$ cat src/rtl/bab_pkg.sv
// Shared types, constants and blend arithmetic for the brush alpha-blend blitter.
package bab_pkg;

    localparam int MAX_TEX_DIM   = 256;
    localparam int MAX_BRUSH_DIM = 64;
    localparam int TEX_AW        = $clog2(MAX_TEX_DIM);
    localparam int STORE_AW      = 2 * TEX_AW;
    localparam int STORE_DEPTH   = MAX_TEX_DIM * MAX_TEX_DIM;
    localparam int BCOL_W        = $clog2(MAX_BRUSH_DIM);
    localparam int CFG_W         = 9;
    localparam int CFG_IDX_W     = 2;

    // Register indexes
    localparam logic [CFG_IDX_W-1:0] CFG_TEX_W   = 2'd0;
    localparam logic [CFG_IDX_W-1:0] CFG_TEX_H   = 2'd1;
    localparam logic [CFG_IDX_W-1:0] CFG_BRUSH_W = 2'd2;
    localparam logic [CFG_IDX_W-1:0] CFG_BRUSH_H = 2'd3;

    // Request codes
    localparam logic REQ_LOAD  = 1'b0;
    localparam logic REQ_BLEND = 1'b1;

    typedef struct packed {
        logic               req_type;
        logic [15:0]        texel_index;
        logic [7:0]         red;
        logic [7:0]         green;
        logic [7:0]         blue;
        logic [7:0]         alpha;
        logic signed [15:0] corner_x;
        logic signed [15:0] corner_y;
    } t_in_item;

    typedef struct packed {
        logic       inside_res;
        logic [7:0] texel_x;
        logic [7:0] texel_y;
        logic [7:0] out_red;
        logic [7:0] out_green;
        logic [7:0] out_blue;
        logic [7:0] out_alpha;
        logic       pass_last;
    } t_out_item;

    // Store layout: red in the low byte, alpha in the high byte
    typedef struct packed {
        logic [7:0] alpha;
        logic [7:0] blue;
        logic [7:0] green;
        logic [7:0] red;
    } t_texel;

    typedef struct packed {
        logic s1_en;
        logic s2_en;
    } t_blend_ctl;

    // floor(x / 255), exact for x below 65280 (quotient fits in 8 bits)
    function automatic logic [7:0] div255(input logic [15:0] x);
        logic [16:0] t;
        begin
            t = 17'(x) + 17'(x[15:8]) + 17'd1;
            return t[15:8];
        end
    endfunction

    // old + (new - old) * a / 255, quotient toward zero; stays between old and new
    function automatic logic [7:0] blend_channel(input logic [7:0] oldc,
                                                 input logic [7:0] newc,
                                                 input logic [7:0] a);
        logic [7:0]  mag;
        logic [15:0] prod;
        logic [7:0]  q;
        begin
            mag  = (newc >= oldc) ? (newc - oldc) : (oldc - newc);
            prod = 16'(mag) * 16'(a);
            q    = div255(prod);
            return (newc >= oldc) ? (oldc + q) : (oldc - q);
        end
    endfunction

    function automatic logic [7:0] sat_add8(input logic [7:0] x, input logic [7:0] y);
        logic [8:0] s;
        begin
            s = 9'(x) + 9'(y);
            return s[8] ? 8'hFF : s[7:0];
        end
    endfunction

endpackage

$ cat src/rtl/bab_blend.sv
// Two-stage blend datapath: lerp and alpha sum, then premultiply by the summed alpha.
module bab_blend (
    input  logic                i_clk,
    input  bab_pkg::t_blend_ctl i_ctl,
    input  bab_pkg::t_texel     i_old,
    input  bab_pkg::t_texel     i_new,
    output bab_pkg::t_texel     o_res
);
    import bab_pkg::*;

    t_texel r_mix;
    t_texel r_res;

    always_ff @(posedge i_clk) begin
        if (i_ctl.s1_en) begin
            r_mix.red   <= blend_channel(i_old.red,   i_new.red,   i_new.alpha);
            r_mix.green <= blend_channel(i_old.green, i_new.green, i_new.alpha);
            r_mix.blue  <= blend_channel(i_old.blue,  i_new.blue,  i_new.alpha);
            r_mix.alpha <= sat_add8(i_old.alpha, i_new.alpha);
        end
        if (i_ctl.s2_en) begin
            r_res.red   <= div255(16'(r_mix.red)   * 16'(r_mix.alpha));
            r_res.green <= div255(16'(r_mix.green) * 16'(r_mix.alpha));
            r_res.blue  <= div255(16'(r_mix.blue)  * 16'(r_mix.alpha));
            r_res.alpha <= r_mix.alpha;
        end
    end

    assign o_res = r_res;

endmodule

$ cat config.mk
export PLATFORM = sky130hd
export DESIGN_NAME = bab_blend
export DESIGN_NICKNAME = d
export VERILOG_FILES = /design/src/rtl/bab_pkg.sv /design/src/rtl/bab_blend.sv
export SDC_FILE = /design/constraint.sdc
export NUM_CORES = 1
export LEC_CHECK = 0
export BUFFER_PORTS_ARGS = -buffer_cell sky130_fd_sc_hd__buf_2
export CORE_MARGIN = 5
export CORE_UTILIZATION = 40
export DETAILED_ROUTE_END_ITERATION = 16
export SYNTH_ARGS = -nofsm -noshare
export SYNTH_HDL_FRONTEND = slang
export SYNTH_SLANG_ARGS = --single-unit
$ cat constraint.sdc
create_clock -name i_clk -period 14.7 [get_ports i_clk]
set_clock_uncertainty 0.1 [all_clocks]
set_input_delay 2.205 -clock i_clk [delete_from_list [all_inputs] [get_ports i_clk]]
set_output_delay 2.205 -clock i_clk [all_outputs]
set_load 0.005 [all_outputs]
# After elaboration in Yosys (flattened, before gate mapping)
# Cells that the tools add are included.
# W data, S select, Z words.
word_totals:
  inputBits: 67
  register_bits: 64
  output_inout_bits: 32
  wordCells: 48
classes:
  mux: 6
  order_cmp: 3
  n_mul: 6
  add_sub_neg: 25
ops:
  columns: ["op", "count"]
  rows:
  - ["$add A16 B1 Y16 const B", 6]
  - ["$add A16 B8 Y16", 6]
  - ["$mul A8 B8 Y16", 6]
  - ["$sub A8 B8 Y8", 9]
  - ["$mux W8", 6]
  - ["$add A8 B8 Y8", 3]
  - ["$ge A8 B8 Y1", 3]
  - ["$add A8 B8 Y9", 1]

# Logic depth before layout (Yosys ltp)
# Gate-level depths: netlist of the first run.
logic_depth:
  word_depth: 7
  ltp_mapped: 52
  mapped_depth_nobuf: 50

# Worst setup path after synthesis of the first run
# Ideal clock, no wire load.
synth_path:
  path_type: "input port to flip-flop"
  startpoint: "input port i_new[0] (netlist name)"
  endpoint: "register r_mix[7] (netlist name) (data pin)"
  setup_slack_ns: 2.131
  path_buffers: 2
  setup_time_ns: 0.260
  t_arrival_ns: 12.209
  stages: 51
  required_time_ns: 14.340
  path_cell_list: "inv_1 -> ha_1 -> inv_1 -> fa_1 -> a21oi_1 -> o211ai_1 -> a21oi_1 -> o21bai_1 -> a31oi_1 -> clkbuf_1 -> mux2i_1 -> a31oi_1 -> a211oi_1 -> xnor2_1 -> nand2_1 -> fa_1 -> fa_1 -> inv_1 -> [... 15 more ...] -> o31ai_1 -> a211oi_1 -> clkbuf_1 -> xnor2_1 -> inv_1 -> ha_1 -> nor2_1 -> a21oi_1 -> ha_1 -> a21o_1 -> a21oi_1 -> o21bai_1 -> a21oi_1 -> o21bai_1 -> a21oi_1 -> xnor2_1 -> xnor2_1 -> xnor2_1"
synth_via:
  elab_chain_cells: 7
  word_cells_on_any_way: 10
  cone_classes: "add/sub: 6; mul: 1; order compare: 1; mux: 2"
synth_rtl:
  columns: ["item", "line", "source"]
  rows:
  - ["start: declaration", "bab_blend.sv:6", "input bab_pkg::t_texel i_new,"]
  - ["$sub A8 B8 Y8 / $ge A8 B8 Y1 (equally long branches)", "bab_pkg.sv:75, bab_pkg.sv:78", null]
  - ["$mux W8", "bab_pkg.sv:75", "mag = (newc >= oldc) ? (newc - oldc) : (oldc - newc);"]
  - ["$mul A8 B8 Y16", "bab_pkg.sv:76", "prod = 16'(mag) * 16'(a);"]
  - ["$add A16 B8 Y16", "bab_pkg.sv:62", "t = 17'(x) + 17'(x[15:8]) + 17'd1;"]
  - ["$add A16 B1 Y16", "bab_pkg.sv:62", null]
  - ["$sub A8 B8 Y8 / $add A8 B8 Y8 (equally long branches)", "bab_pkg.sv:78", "return (newc >= oldc) ? (oldc + q) : (oldc - q);"]
  - ["$mux W8 *", "bab_pkg.sv:78", null]
  - ["end: declaration", "bab_blend.sv:11", "t_texel r_mix;"]
# Mark *: on every way between the ends. The rest lies on a longest branch, timed or not.
# A chain may end at the register's enable or synchronous reset.

# Worst setup path after layout of the first run
# Ends and elaborated chain as after synthesis.

==> impl_metrics.csv, run 1 <==
group,metric,value,unit
timing,hold_viol,0,
timing,slew-limit-headroom,28.7,%
logic_synthesis,synth_flop_cell,"edfxtp_1",
cts,tritoncts,"built",
run_status,status,"finished, final reports clean",
critical_path,path_depth,50,
timing,report.final.slew_viol_count,0,
critical_path,rr_worst_depth,25,
grt,grt_pass1_wl,81100,um
layout,final_cell_mix,"403 x inv_1, 330 x ha_1, 226 x fa_1",
route,drt-initial-drc-count,738,
place,post-place-ws,0.604,ns
cts,cts_hold_repair.buffers,0,
logic_synthesis,async_reset_ff_share,0,%
timing,tightest_slew,1.06,ns
timing,period_share,93.8,%
logic_synthesis,synth_cells,2296,
floorplanning,initial_core_util,40.4,%
grt,grt_pass1_vias,16213,
floorplanning,dieArea,0.0540,sq mm
place,dpl.cell_count,3013,
logic_synthesis,syn_avg_cell_area,8.62,sq um
logic_synthesis,ys_seq_area_share,9.71,%
route,post_drt_wl_per_cell,15.8,um
logic_synthesis,syn_nets,2919,
layout,drive_gt1_share,6.55,%
critical_path,critPathSlowestCell,"a31oi_1",
floorplanning,die_w,232,um
cts,numCtsBuffers,9,
cts,path_clk_slew,0.06,ns
critical_path,r2r_start,"r_mix[26]",
logic_synthesis,syn-cell-area,0.0198,sq mm
cts,cts_resized,0,
floorplanning,fp.dieH,232,um
route,first_pass_iters,5,
cts,h-tree-depth,3,
cts,cts_setup_buffers,0,
critical_path,arrival,13.79,ns
grt,grt_usage,18.2,%
logic_synthesis,yosys_warnings,0,
grt,grt_antenna_before_repair,1,
floorplanning,core_area,0.0490,sq mm
timing,postLayoutSetupSlackWorst,0.917,ns
critical_path,crit_family,"compound AO/OA/AOI/OAI gates",
cts,clockBufferDepth,2,
critical_path,critical-path-max-stage-delay,0.85,ns
timing,max_freq,0.0726,GHz
critical_path,cp_num_buf_inv,9,
place,port_buffers,98,
logic_synthesis,synth_seq_cells,64,
floorplanning,rows,81,
critical_path,critPathRequiredTime,14.70,ns
logic_synthesis,yosysUniqueCellTypes,78,
place,post-dp-hpwl,40000,um
critical_path,regToRegSetupSlack,7.66,ns
critical_path,cpMostUsedCell,"inv_1",
timing,final-setup-viol-count,0,
floorplanning,io_pins,99,
timing,tns,0,ns
critical_path,worstSetupEndpoint,"r_mix[7]",
run,drv_cap,0,
critical_path,worstSetupPathType,"input pin to flop",
timing,rsz0062_at_grt,"no",
layout,syn_to_final_growth,7.34,%
grt,grt_max_degree,33,
cts,worstSkewPairLatency,0.36,ns
critical_path,start_kind,"input pin",
route,viasPerCell,5.21,
grt,grt_remaining_overflow,0,
critical_path,crit_path_end_kind,"flop",
critical_path,crit_path_start,"i_new[0]",
critical_path,r2r_end,"o_res[23]",
cts,ctsRootBufferMaster,"clkbuf_16",
critical_path,crit_fanout,14,
route,drt-total-wl,47900,um
logic_synthesis,synth_edf_count,64,
route,drc,0,
layout,layout.nets,2983,
place,gp_congestion,0.902,
layout,final_cells,3030,
cts,cts_sinks,64,
route,vias,15799,
layout,layout_commonest_cell,"inv_1",
timing,fin_crit,13.78,ns
route,ant_nets,0,
worst_hold_path,hold_class,"flop to flop",
==> worst register-to-register path: cells and delay by family (launching register included) <==
family / cells / cell delay, ns
flops: 1 / 0.97
xor+xnor: 2 / 0.31
fa+ha+maj: 6 / 2.69
simple gates: 6 / 1.20
compound gates: 7 / 1.33
buf+inv: 4 / 0.20
==> how the worst min path moves through the flow <==
stage	depth (start not counted)	startpoint	slack (ns)	end
after floorplan	0	r_mix[29]	0.40	o_res[29]
after global placement	1	r_mix[30]	0.68	o_res[30]
after detailed placement	1	r_mix[30]	0.69	o_res[30]
after CTS	1	r_mix[29]	0.71	o_res[29]
after global routing	1	r_mix[29]	0.74	o_res[29]
final	1	r_mix[29]	0.71	o_res[29]
==> cell usage after synthesis, types with 39 or more instances <==
| master | instances | area, sq um |
|---|---|---|
| a21oi_1 | 95 | 475 |
| clkbuf_1 | 43 | 161 |
| nor2_1 | 148 | 556 |
| xor2_1 | 40 | 350 |
| nor3_1 | 39 | 195 |
| and2_1 | 180 | 1130 |
| o21ai_0 | 58 | 290 |
| edfxtp_1 | 64 | 1920 |
| ha_1 | 330 | 4130 |
| fa_1 | 226 | 4520 |
| inv_1 | 403 | 1510 |
| xnor2_1 | 106 | 928 |
| nand2_1 | 172 | 646 |
==> registers in the layout, summed over array words and instances (netlist names) <==
| signal | count |
|---|---|
| o_res | 32 |
| r_mix | 32 |
==> logic make-up after synthesis <==
group	count (synthesis)	synth area share [%]
buf+inv	461	8.94
fa+ha+maj	556	43.7
xor+xnor	146	6.46
simple gates	683	17.3
compound gates	362	12.6
flops	64	9.71
mux	24	1.26
==> final cells by class <==
class / count / area [sq um]
Clock inverter: 7 / 80.1
Antenna cell: 1 / 2.50
Tap cell: 664 / 831
Sequential cell: 64 / 1920
Clock buffer: 9 / 225
Fill cell: 4825 / 27700
Multi-Input combinational cell: 1771 / 16100
Inverter: 407 / 1530
Timing Repair Buffer: 107 / 558
==> metal layers <==
layer,track usage (%),vias to the layer above,wire (um)
li1,-,7697,-
met1,25.0,7795,22900
met2,31.0,258,22700
met3,1.73,49,1550
met4,4.38,0,747
met5,0,-,0
==> metrics by stage <==
step	utilization (%)	hold WS, ns	instance area (sq um)
after floorplan	-	0.402	19800
after global placement	42.8	0.678	20900
after detailed placement	42.8	0.693	20900
after CTS	43.4	0.707	21200
after global routing	43.4	0.735	21300
final	43.4	0.705	21300
Power of run 1 is left out: the tool's default activity adds up to more than one toggle a clock period on the data nets, which glitch-free logic cannot reach.
==> run 2, diff against run 1 <==
--- a/config.mk
+++ b/config.mk
@@ -6,6 +6,7 @@
 export NUM_CORES = 1
 export LEC_CHECK = 0
 export BUFFER_PORTS_ARGS = -buffer_cell sky130_fd_sc_hd__buf_2
+export CORE_ASPECT_RATIO = 0.8
 export CORE_MARGIN = 5
 export CORE_UTILIZATION = 40
 export DETAILED_ROUTE_END_ITERATION = 16
==> impl_metrics.csv, run 2 (synthesized netlist as in run 1, its figures left out) <==
group,metric,value,unit
run_status,status,"finished, final reports clean",
cts,tritoncts,"built",
timing,period_share,92.8,%
cts,h-tree-depth,3,
critical_path,start_kind,"input pin",
cts,numCtsBuffers,9,
place,port_buffers,98,
timing,whs,0.653,ns
layout,syn_to_final_growth,7.45,%
critical_path,arrival,13.63,ns
layout,fin_util,43.7,%
floorplanning,io_pins,99,
critical_path,critPathRequiredTime,14.69,ns
timing,tightest_slew,1.04,ns
run,drv_cap,0,
critical_path,worstSetupPathType,"input pin to flop",
cts,ctsRootBufferMaster,"clkbuf_16",
layout,final_cell_mix,"403 x inv_1, 330 x ha_1, 226 x fa_1",
critical_path,crit_path_end_kind,"flop",
route,vias,15941,
layout,fin_area,0.0213,sq mm
critical_path,critical-path-max-stage-delay,0.64,ns
timing,rsz0062_at_grt,"no",
route,drt-initial-drc-count,844,
layout,layout.nets,2987,
timing,final-setup-viol-count,0,
floorplanning,initial_core_util,40.7,%
place,gp_congestion,0.894,
grt,grt_pass1_wl,82400,um
grt,grt_remaining_overflow,0,
cts,clockBufferDepth,2,
cts,cts_setup_buffers,0,
route,first_pass_iters,5,
cts,path_clk_slew,0.07,ns
timing,report.final.slew_viol_count,0,
layout,drive_gt1_share,6.75,%
floorplanning,core_area,0.0486,sq mm
route,post_drt_wl_per_cell,16.2,um
grt,grt_usage,18.3,%
critical_path,critPathSlowestCell,"xor2_1",
worst_hold_path,hold_class,"flop to flop",
grt,grt_antenna_before_repair,6,
grt,grt_pass1_vias,16197,
floorplanning,die_w,259,um
grt,grt_max_degree,33,
layout,nFillCells,4842,
route,viasPerCell,5.31,
timing,max_freq,0.0733,GHz
floorplanning,rows,72,
cts,cts_sinks,64,
cts,cts_resized,0,
route,ant_nets,0,
place,post-dp-hpwl,40300,um
floorplanning,dieArea,0.0541,sq mm
timing,hold_viol,0,
cts,cts_hold_repair.buffers,0,
timing,tns,0,ns
layout,layout_commonest_cell,"inv_1",
place,placed_cell_area,0.0209,sq mm
timing,fin_crit,13.64,ns
timing,slew-limit-headroom,30.4,%
critical_path,crit_fanout,17,
cts,worstSkewPairLatency,0.35,ns
route,drt-total-wl,48600,um
floorplanning,fp.dieH,209,um
route,drc,0,
==> run 2: changes by cell type in the layout (fill, tap and decap cells not counted) <==
cell / previous run / this run
buf_4: 9 / 13
diode_2: 1 / 3
a31oi_1: 7 / 6
a31oi_2: 0 / 1
bufinv_16: 1 / 2
clkinvlp_4: 2 / 1
==> run 2: area by class of cell <==
type | instances | area, sq um | area share, %
Antenna cell | 3 | 7.51 | 0.0353
Clock buffer | 9 | 225 | 1.06
Clock inverter | 7 | 103 | 0.482
Inverter | 407 | 1530 | 7.18
Multi-Input combinational cell | 1771 | 16100 | 75.7
Sequential cell | 64 | 1920 | 9.04
Tap cell | 629 | 787 | 3.70
Timing Repair Buffer | 111 | 588 | 2.76
==> run 2: metrics by stage <==
stage	worst slack (ns)	cells
after floorplan	2.13	2296
after CTS	1.02	2998
after global placement	0.900	2982
final	1.06	3001
after detailed placement	0.677	2982
after global routing	0.171	3001
==> run 2: worst max-delay path: cells and delay by family <==
| kind | cells | cell delay (ns) |
|---|---|---|
| AOI/OAI and AO/OA | 19 | 4.07 |
| xor gates and xnor gates | 6 | 1.54 |
| adders and majority gates | 9 | 3.39 |
| and+or+nand+nor | 9 | 2.01 |
| buffers and inverters | 7 | 0.42 |
==> run 2: final timing paths <==
check / slack, ns / start / depth (start not counted) / end
worst max-delay path: 1.06 / i_new[8] / 50 / r_mix[15]
worst min-delay path: 0.65 / r_mix[31] / 1 / o_res[31]
worst min register to register: 0.65 / r_mix[31] / 1 / o_res[31]
worst max register to register: 7.64 / r_mix[26] / 25 / o_res[23]
==> run 2: layer usage <==
| metal | GRT usage (%) | part of all wire, % | up-vias |
|---|---|---|---|
| met5 | 0 | 0.014 | - |
| met4 | 4.91 | 2.4 | 2 |
| met3 | 1.97 | 4.3 | 70 |
| met2 | 28.9 | 44 | 353 |
| met1 | 26.8 | 50 | 7795 |
| li1 | - | - | 7721 |
Power of run 2 is left out for the same reason.
